==> config.mk <==
export PLATFORM = sky130hd
export DESIGN_NAME = rc_receiver_frame_parser
export DESIGN_NICKNAME = d
export VERILOG_FILES = /design/src/sv/rcfp_pkg.sv /design/src/sv/rc_receiver_frame_parser.sv /design/src/sv/rcfp_parser.sv /design/src/sv/rcfp_out_buf.sv
export VERILOG_INCLUDE_DIRS = /design/src /design/src/sv
export SDC_FILE = /design/constraint.sdc
export NUM_CORES = 1
export LEC_CHECK = 0
export ABC_AREA = 1
export CORE_UTILIZATION = 40
export CTS_CLUSTER_SIZE = 24
export DETAILED_ROUTE_END_ITERATION = 10
export DONT_BUFFER_PORTS = 1
export SYNTH_ARGS = -nofsm -noshare
export SYNTH_HDL_FRONTEND = slang
export SYNTH_HIERARCHICAL = 1
export SYNTH_SLANG_ARGS = --single-unit
==> constraint.sdc <==
create_clock -name clock -period 3.1 [get_ports clock]
set_input_delay 0.155 -clock clock [delete_from_list [all_inputs] [get_ports clock]]
set_output_delay 0.155 -clock clock [all_outputs]
set_load 0.005 [all_outputs]
==> src/sv/rc_receiver_frame_parser_macros.svh <==
// assertion macros for the rc receiver frame parser
`ifndef RC_RECEIVER_FRAME_PARSER_MACROS_SVH
`define RC_RECEIVER_FRAME_PARSER_MACROS_SVH

`ifndef ASSERT_OFF
`define RCFP_ASSERT_IMPLY(label, clk, rst, ante, cons) \
   label: assert property (@(posedge clk) disable iff (rst) (ante) |-> (cons)) \
      else $error("implication check failed");
`define RCFP_ASSERT_NEVER(label, clk, rst, cond) \
   label: assert property (@(posedge clk) disable iff (rst) !(cond)) \
      else $error("forbidden condition seen");
`else
`define RCFP_ASSERT_IMPLY(label, clk, rst, ante, cons)
`define RCFP_ASSERT_NEVER(label, clk, rst, cond)
`endif

`endif

==> src/sv/rcfp_pkg.sv <==
package rcfp_pkg;

   typedef enum logic {
      OP_BYTE    = 1'b0,
      OP_TIMEOUT = 1'b1
   } op_type;

   typedef struct packed {
      op_type     op;
      logic [7:0] rx_byte;
   } req_type;

   typedef struct packed {
      logic [10:0] position;
      logic [4:0]  channel_id;
      logic        id_ok;
      logic [3:0]  slot;
      logic        last_word;
      logic        frame_ok;
   } rsp_type;

   localparam logic [7:0] HEADER_RESET = 8'hA2;
   localparam int         ID_LSB       = 11;

   // register word index decoded from paddr[2]
   localparam logic       CSR_HEADER_IDX = 1'b0;

endpackage

==> src/sv/rc_receiver_frame_parser.sv <==
// a result is formed when its low byte is accepted and is registered in the output buffer before it shows on rsp_valid
// throughput: one byte per cycle; the two-entry output buffer keeps req_ready high
// unless a result is parked behind a stalled output
// reset (synchronous, active high): back to header hunt, output buffer emptied,
// header register set to 0xA2
`include "rc_receiver_frame_parser_macros.svh"

module rc_receiver_frame_parser #(
   parameter int CHANNELS = 7
) (
   input  logic              clock,
   input  logic              reset,
   input  logic              req_valid,
   output logic              req_ready,
   input  rcfp_pkg::req_type req_data,
   output logic              rsp_valid,
   input  logic              rsp_ready,
   output rcfp_pkg::rsp_type rsp_data,
   input  logic              csr_psel,
   input  logic              csr_penable,
   input  logic              csr_pwrite,
   input  logic [2:0]        csr_paddr,
   input  logic [31:0]       csr_pwdata,
   output logic [31:0]       csr_prdata,
   output logic              csr_pready
);

   logic              header_ff;
   logic [7:0]        header_byte_ff, header_byte_in;
   logic              req_accept;
   logic              res_valid;
   rcfp_pkg::rsp_type res_data;

   assign csr_pready = 1'b1;
   assign req_accept = req_valid && req_ready;

   always_comb begin
      header_byte_in = header_byte_ff;
      if (csr_psel && csr_penable && csr_pwrite && csr_paddr[2] == rcfp_pkg::CSR_HEADER_IDX) begin
         header_byte_in = csr_pwdata[7:0];
      end
      csr_prdata = '0;
      if (csr_paddr[2] == rcfp_pkg::CSR_HEADER_IDX) begin
         csr_prdata = {24'd0, header_byte_ff};
      end
   end

   always_ff @(posedge clock) begin
      if (reset) begin
         header_byte_ff <= rcfp_pkg::HEADER_RESET;
      end else begin
         header_byte_ff <= header_byte_in;
      end
   end

   // bookkeeping used only by the checks: header_ff mirrors a completed frame
   always_ff @(posedge clock) begin
      if (reset) begin
         header_ff <= 1'b0;
      end else if (rsp_valid && rsp_ready) begin
         header_ff <= rsp_data.last_word;
      end
   end

   rcfp_parser #(
      .CHANNELS (CHANNELS)
   ) u_parser (
      .clock     (clock),
      .reset     (reset),
      .in_accept (req_accept),
      .in_data   (req_data),
      .header    (header_byte_ff),
      .res_valid (res_valid),
      .res_data  (res_data)
   );

   rcfp_out_buf u_out_buf (
      .clock     (clock),
      .reset     (reset),
      .in_valid  (res_valid),
      .in_ready  (req_ready),
      .in_data   (res_data),
      .out_valid (rsp_valid),
      .out_ready (rsp_ready),
      .out_data  (rsp_data)
   );

   `RCFP_ASSERT_IMPLY(a_frame_ok_on_last, clock, reset, rsp_valid && rsp_data.frame_ok, rsp_data.last_word && rsp_data.id_ok && rsp_data.slot == 4'(CHANNELS - 1))
   `RCFP_ASSERT_NEVER(a_slot_in_range, clock, reset, rsp_valid && rsp_data.slot >= 4'(CHANNELS))
   `RCFP_ASSERT_IMPLY(a_stall_only_behind_result, clock, reset, !req_ready, rsp_valid)
   `RCFP_ASSERT_IMPLY(a_frame_end_seen, clock, reset, header_ff && rsp_valid, rsp_data.slot == 4'd0)

endmodule

==> src/sv/rcfp_parser.sv <==
module rcfp_parser #(
   parameter int CHANNELS = 7
) (
   input  logic             clock,
   input  logic             reset,
   input  logic             in_accept,
   input  rcfp_pkg::req_type in_data,
   input  logic [7:0]       header,
   output logic             res_valid,
   output rcfp_pkg::rsp_type res_data
);

   localparam int FrameBytes = 2 * CHANNELS;

   logic       in_frame_ff, in_frame_in;
   logic [4:0] byte_index_ff, byte_index_in;
   logic [7:0] high_byte_ff, high_byte_in;
   logic [3:0] count_ff, count_in;

   logic [15:0] word;
   logic [4:0]  idx_inc;
   logic        last;
   logic        ok;

   always_comb begin
      word     = {high_byte_ff, in_data.rx_byte};
      idx_inc  = byte_index_ff + 5'd1;
      last     = idx_inc >= 5'(FrameBytes);
      ok       = word[15:rcfp_pkg::ID_LSB] < 5'(CHANNELS);

      res_data.position   = word[rcfp_pkg::ID_LSB-1:0];
      res_data.channel_id = word[15:rcfp_pkg::ID_LSB];
      res_data.id_ok      = ok;
      res_data.slot       = count_ff;
      res_data.last_word  = last;
      res_data.frame_ok   = last && (({1'b0, count_ff} + 5'(ok)) == 5'(CHANNELS));

      in_frame_in   = in_frame_ff;
      byte_index_in = byte_index_ff;
      high_byte_in  = high_byte_ff;
      count_in      = count_ff;
      res_valid     = 1'b0;

      if (in_accept) begin
         if (in_data.op == rcfp_pkg::OP_TIMEOUT) begin
            in_frame_in   = 1'b0;
            byte_index_in = '0;
            high_byte_in  = '0;
            count_in      = '0;
         end else if (!in_frame_ff) begin
            // hunting for the header, everything else is dropped
            if (in_data.rx_byte == header) begin
               in_frame_in   = 1'b1;
               byte_index_in = '0;
               high_byte_in  = '0;
               count_in      = '0;
            end
         end else if (!byte_index_ff[0]) begin
            high_byte_in  = in_data.rx_byte;
            byte_index_in = idx_inc;
         end else begin
            res_valid     = 1'b1;
            byte_index_in = idx_inc;
            if (ok) begin
               count_in = count_ff + 4'd1;
            end
            if (last) begin
               in_frame_in   = 1'b0;
               byte_index_in = '0;
               high_byte_in  = '0;
               count_in      = '0;
            end
         end
      end
   end

   always_ff @(posedge clock) begin
      if (reset) begin
         in_frame_ff   <= 1'b0;
         byte_index_ff <= '0;
         high_byte_ff  <= '0;
         count_ff      <= '0;
      end else begin
         in_frame_ff   <= in_frame_in;
         byte_index_ff <= byte_index_in;
         high_byte_ff  <= high_byte_in;
         count_ff      <= count_in;
      end
   end

endmodule

==> src/sv/rcfp_out_buf.sv <==
module rcfp_out_buf (
   input  logic              clock,
   input  logic              reset,
   input  logic              in_valid,
   output logic              in_ready,
   input  rcfp_pkg::rsp_type in_data,
   output logic              out_valid,
   input  logic              out_ready,
   output rcfp_pkg::rsp_type out_data
);

   logic              main_valid_ff, main_valid_in;
   logic              skid_valid_ff, skid_valid_in;
   rcfp_pkg::rsp_type main_ff, main_in;
   rcfp_pkg::rsp_type skid_ff, skid_in;

   assign in_ready  = !skid_valid_ff;
   assign out_valid = main_valid_ff;
   assign out_data  = main_ff;

   always_comb begin
      main_valid_in = main_valid_ff;
      skid_valid_in = skid_valid_ff;
      main_in       = main_ff;
      skid_in       = skid_ff;
      if (!main_valid_ff || out_ready) begin
         if (skid_valid_ff) begin
            main_in       = skid_ff;
            main_valid_in = 1'b1;
            skid_valid_in = 1'b0;
         end else begin
            main_in       = in_data;
            main_valid_in = in_valid;
         end
      end else if (in_valid) begin
         // output stalled, park the new item
         skid_in       = in_data;
         skid_valid_in = 1'b1;
      end
   end

   always_ff @(posedge clock) begin
      if (reset) begin
         main_valid_ff <= 1'b0;
         skid_valid_ff <= 1'b0;
      end else begin
         main_valid_ff <= main_valid_in;
         skid_valid_ff <= skid_valid_in;
      end
   end

   always_ff @(posedge clock) begin
      main_ff <= main_in;
      skid_ff <= skid_in;
   end

endmodule
---- Yosys cells after proc, flatten, opt, wreduce, memory -nomap -nowiden ----
Index checks and enable logic that the tools add are counted.
Widths: inputs -> output; s select.
cells by class
  multiplexer cells ....................... 28
  order comparisons ....................... 2
  bitwise logic cells ..................... 2
  reduce and logical (&&, ||, !) cells .... 14
  add/subtract/negate cells ............... 3
  eq/ne operators ......................... 5
operators with widths
  kind                 number
  $mux 8               6
  $mux 5               5
  $mux 4               6
  $mux 23              1
  $mux 1               10
  $eq 8x8->1           1
  $ne 4x4->1 const B   2
  $add 4x1->5          1
  $add 5x1->5 const B  1
  $eq 5x3->1 const B   1
  $ge 5x4->1 const B   1
  $logic_and 1x1->1    5
  $lt 5x3->1 const B   1
  $add 4x1->4 const B  1
  $reduce_and 2->1     2
  $reduce_and 4->1     1
  $ne 3x3->1 const B   1
  $reduce_and 3->1     1
  $reduce_bool 3->1    1
  $logic_not 1->1      2
  $not 1->1            2
  $reduce_or 2->1      1
  $logic_or 1x1->1     1
storage, ports and cells
  output and inout port bits .............. 58
  logic and storage cells ................. 73
  input port bits ......................... 51
  register bits after elaboration ......... 74

---- Logic depth before layout (Yosys ltp) ----
  depth in word-level cells ............... 6
  mapped depth ............................ 12
  mapped depth without buffers ............ 12

---- Modules after synthesis ----
The synthesis kept the hierarchy.
modules (own cells, without submodules)
  module                    cells an instance  area each (um2)  times used  seq. area each (um2)
  rcfp_out_buf              133                1824.2           1           1421.4
  rcfp_parser               194                1277.5           1           360.3
  rc_receiver_frame_parser  97                 653.1            1           160.2

---- Worst setup path after synthesis ----
Ideal clock, no wire load.
  path kind ............................... register -> register
  start point ............................. register u_out_buf.skid_valid_ff
  end point ............................... register u_out_buf/skid_ff[0] (netlist name), enable pin
  setup time .............................. 403 ps
  period minus slack after synthesis ...... 2492 ps
  data arrival time ....................... 2089 ps
  slack ................................... 608 ps
  stages on the path, launching flop included .. 10
  path through ............................ dfxtp_1 buf_6 inv_8 buf_12 nand2_1 inv_1 nand2_1 nor2_1 inv_1 nor2_1
on the way
  longest elaborated chain between the ends .. 4
ends and longest elaborated chain
  element                            line                            source
  start: declaration                 rcfp_out_buf.sv:13              logic skid_valid_ff, skid_valid_in;
  start signal: assignment           rcfp_out_buf.sv:48              skid_valid_ff <= skid_valid_in;
  $logic_not 1->1                    rcfp_out_buf.sv:17              assign in_ready = !skid_valid_ff;
  via req_ready                      rc_receiver_frame_parser.sv:14  output logic req_ready,
  $logic_and 1x1->1                  rc_receiver_frame_parser.sv:35  assign req_accept = req_valid && req_ready;
  via req_accept                     rc_receiver_frame_parser.sv:30  logic req_accept;
  $mux 1                             rcfp_parser.sv:44               if (in_accept) begin
  via res_valid                      rc_receiver_frame_parser.sv:31  logic res_valid;
  $reduce_and 2->1 (no source line)  -
  end signal: assignment             rcfp_out_buf.sv:54              skid_ff <= skid_in;
  end: declaration                   rcfp_out_buf.sv:15              rcfp_pkg::rsp_type skid_ff, skid_in;
The timed path passes the listed nets, and every way through them passes these cells.
A chain may end at the register's enable or synchronous reset.

---- Worst setup path in the final report ----
  start point ............................. register u_parser.byte_index_ff[0]
  end point ............................... register u_parser.high_byte_ff[6]
on the way
  longest elaborated chain between the ends .. 4
  elaborated cells on any way between the ends .. 7
  classes of those cells .................. 1 x add/sub; 1 x order compare; 1 x eq/ne; 3 x mux; 1 x reduce/logical
ends and longest elaborated chain
  element                            line               source
  start: declaration                 rcfp_parser.sv:16  logic [4:0] byte_index_ff, byte_index_in;
  start signal: assignment           rcfp_parser.sv:85  byte_index_ff <= byte_index_in;
  $add 5x1->5                        rcfp_parser.sv:27  idx_inc = byte_index_ff + 5'd1;
  $ge 5x4->1                         rcfp_parser.sv:28  last = idx_inc >= 5'(FrameBytes);
  $ne 4x4->1 (no source line)        -
  $reduce_and 3->1 (no source line)  -
  end signal: assignment             rcfp_parser.sv:86  high_byte_ff <= high_byte_in;
  end: declaration                   rcfp_parser.sv:17  logic [7:0] high_byte_ff, high_byte_in;
Several ways; a longest one is shown, not always the timed one.

==> metrics.yaml <==
outcome: "completed"
cts_tree: "done"
hold_start: "req_data[8]"
final_nets: 490
finalCritPeriodShare_pct: 72.9
combPwrFrac_pct: 6.9
ys.warnings.count: 6
crit_chain: "ha_1, nand2_2, o21bai_2, nand2_2, nand4_1, nand3_2, nand2_1, a21oi_1, dlygate4sd3_1"
fillers: 889
die_w_um: 98.9
rr_worst_depth: 9
antenna_found_initial: 0
hpwl_um: 4530
synth_edf_count: 46
synth_area_per_cell_um2: 8.86
diodes: 0
groute.layer.met1.usage_pct: 17.9
synth_area_leaders: "edfxtp_1 (37%), dfxtp_1 (15%), nand2_1 (14%)"
grt_util_met2_pct: 24.1
crit_required_ns: 3.34
cp_max_fo: 8
reg2reg_to: "u_parser/high_byte_ff[6]$_SDFFE_PP0P_"
grt_pass1_wl_um: 11200
syn_inst: 424
drc_errors: 0
htree_levels: 3
routabilityCongestion: 0.754
wirelength_um: 6570
start_kind: "register"
cts_resized: 0
rsz0062_at_grt: "no"
synth.largest_area_cell: "edfxtp_1"
ys.flop_type: "edfxtp_1"
insertion_delay_ns: 0.35
ys_types: 34
grt_use_met3_pct: 5.11
gr-total-overflow: 0
routedWlPerCell_um: 12.0
cts.sinks: 74
netSwitchingPower_w: 0.000461
p_int_w: 0.00151
min_to: "u_parser/in_frame_ff$_SDFFE_PP0P_"
core_area_um2: 8890
layout-drive-gt1-share_pct: 12.5
cts_root_buffer: "clkbuf_8"
rows: 34
multi_input_area_um2: 1350
clkPwrFrac_pct: 38.0
path_class: "register to register"
path_common_cell: "nand2_2"
skew_ns: 0.00888
boundaryPins: 109
path_clk_slew_ns: 0.08
hold_viol: 0
period_minus_slack_ns: 2.26
numCtsBuffers: 9
max_cap_viol_count: 0
drt_pre_antenna_iters: 4
synth_top_area_share_pct: 36.8
regArea_um2: 1940
rrSetupSlack_ns: 0.84
syn2layout_area_growth_pct: 6.53
seq_power_share_pct: 55.1
swShare_pct: 23.4
setup_violations: 0
synthArstFlopShare_pct: 0
power.leakage_nw: 1.81
dp.cells: 516
syn_area_um2: 3750
max_freq_ghz: 0.443
drt_iter0_drc: 122
fin_cells: 547
postRouteAntennaNets: 0
grt_max_degree: 26
worst_ir_drop_vdd_mv: 0.180
crit_slowest_cell: "dlygate4sd3_1"
slew_violations: 0
clock_path_buffers: 2
vias_per_cell: 4.62
yosysMostFrequentCell: "nand2_1"
crit_path_max_incr_delay_ns: 0.56
busiest_layer: "met2"
min_path_type: "primary input to register"
pwr_density_cell_nw_per_um2: 493
r2r-start: "u_parser/byte_index_ff[0]$_SDFFE_PP0P_"
vias: 2528
tns_ns: 0
synth-seq-cells: 74
ys_seq_area_share_pct: 51.7
portBuffers: 0
hold-path-cell-count: 3
grt_pass1_vias: 2345
endpoint_kind: "register"
dieArea_um2: 9780
chipHeight_um: 98.9
synth_common_cells: "nand2_1 (139), inv_1 (47), edfxtp_1 (46)"
arrival_ns: 2.50
grtUsageTotal_pct: 14.7
initial_core_util_pct: 42.2
-- sequential cells by signal (all words and copies together) (netlist names) --
name / count
u_out_buf/skid_valid_ff: 1
u_parser/count_ff: 4
u_out_buf/skid_ff: 23
u_parser/byte_index_ff: 5
u_parser/in_frame_ff: 1
u_out_buf/out_valid: 1
header_byte_ff: 8
u_out_buf/out_data: 23
u_parser/high_byte_ff: 8
-- logic make-up (layout without fill, tap and decap cells) --
group           Yosys count  after routing  share of synthesized area [%]
other cells               2             25                          0.200
fa+ha+maj                 5              5                           1.67
buf+inv                  93             85                           14.6
flops                    74             74                           51.7
xor+xnor                  5              5                           1.17
simple gates            227            227                           27.9
compound gates           18             18                           2.77
-- per-stage QoR --
step	total power, W	setup slack, ns	instance area [um2]	hold slack, ns	util, %
after floorplan	0.00124	0.608	3840	0.281	-
after global placement	0.00122	1.21	3650	0.229	41.1
after detailed placement	0.00123	1.16	3650	0.231	41.1
after CTS	0.00199	0.856	4000	0.00290	45.0
after global routing	0.00206	0.693	4000	0.0366	45.0
final	0.00197	0.841	4000	0.0216	45.0
-- metal layers --
layer | wire [um] | vias up
met5 | 0 | -
met4 | 102 | 0
met3 | 444 | 12
met2 | 3020 | 90
met1 | 3000 | 1139
li1 | - | 1287
-- layout make-up --
class                      count  area share [%]
clock buffer                  12            3.63
sequential                    74            48.5
multi-input combinational    280            33.8
clock inverter                 4            1.28
inverter                      51            5.00
timing repair buffer          18            4.32
tap                          108            3.38
-- power groups by stage --
stage	clock, W	combinational, W	sequential (W)
detailed placement	0	0.000114	0.00111
global placement	0	0.000111	0.00111
CTS	0.000767	0.000136	0.00109
global route	0.000809	0.000156	0.00109
floorplan	0	0.000136	0.00110
finish	0.000750	0.000136	0.00109
-- how the worst max path moves through the flow --
stage	from	to	slack, ns	cells past startpoint
finish	u_parser/byte_index_ff[0]$_SDFFE_PP0P_	u_parser/high_byte_ff[6]$_SDFFE_PP0P_	0.84	9
detailed placement	u_out_buf/skid_valid_ff$_SDFFE_PP0P_	u_out_buf/skid_ff[14]$_DFFE_PP_	1.16	8
global route	u_parser/byte_index_ff[0]$_SDFFE_PP0P_	u_parser/high_byte_ff[6]$_SDFFE_PP0P_	0.69	9
global placement	u_out_buf/skid_valid_ff$_SDFFE_PP0P_	u_out_buf/skid_ff[18]$_DFFE_PP_	1.21	8
floorplan	u_out_buf/skid_valid_ff$_SDFFE_PP0P_	u_out_buf/skid_ff[0]$_DFFE_PP_	0.61	9
CTS	u_parser/byte_index_ff[0]$_SDFFE_PP0P_	u_parser/high_byte_ff[6]$_SDFFE_PP0P_	0.86	9
-- what timing repair did --
item,CTS,global route
hold buffers,15,0
setup endpoints to repair,0,0
hold endpoints to repair,30,0
setup buffers,0,0
-- layout by cell type, fill, tap and decap left out, types with 2 or more instances in the layout --
master,synthesis,routed
xor2_1,2,2
conb_1,2,25
nor2_2,7,8
nand2_4,5,5
nor2_4,2,2
clkbuf_1,1,2
nor2_1,35,34
o21ai_0,2,2
a21oi_1,12,12
inv_1,47,47
nor2_8,2,2
nand2_2,14,14
nand3_1,16,16
dlygate4sd3_1,0,15
nand2_1,139,139
edfxtp_1,46,46
dfxtp_1,28,28
clkbuf_8,2,10
buf_4,35,3
clkinv_2,1,2
ha_1,5,5
xnor2_1,3,3
nand4_1,4,4
-- critical path, delay by kind of cell (launching register included) --
kind                     cells  cell delay, ns
AO/OA/AOI/OAI                2            0.20
buffers and inverters        1            0.56
adder cells (fa/ha/maj)      1            0.26
flip-flops                   1            0.48
AND/OR/NAND/NOR              5            0.64
No activity file was read; power rests on OpenSTA's default activity.
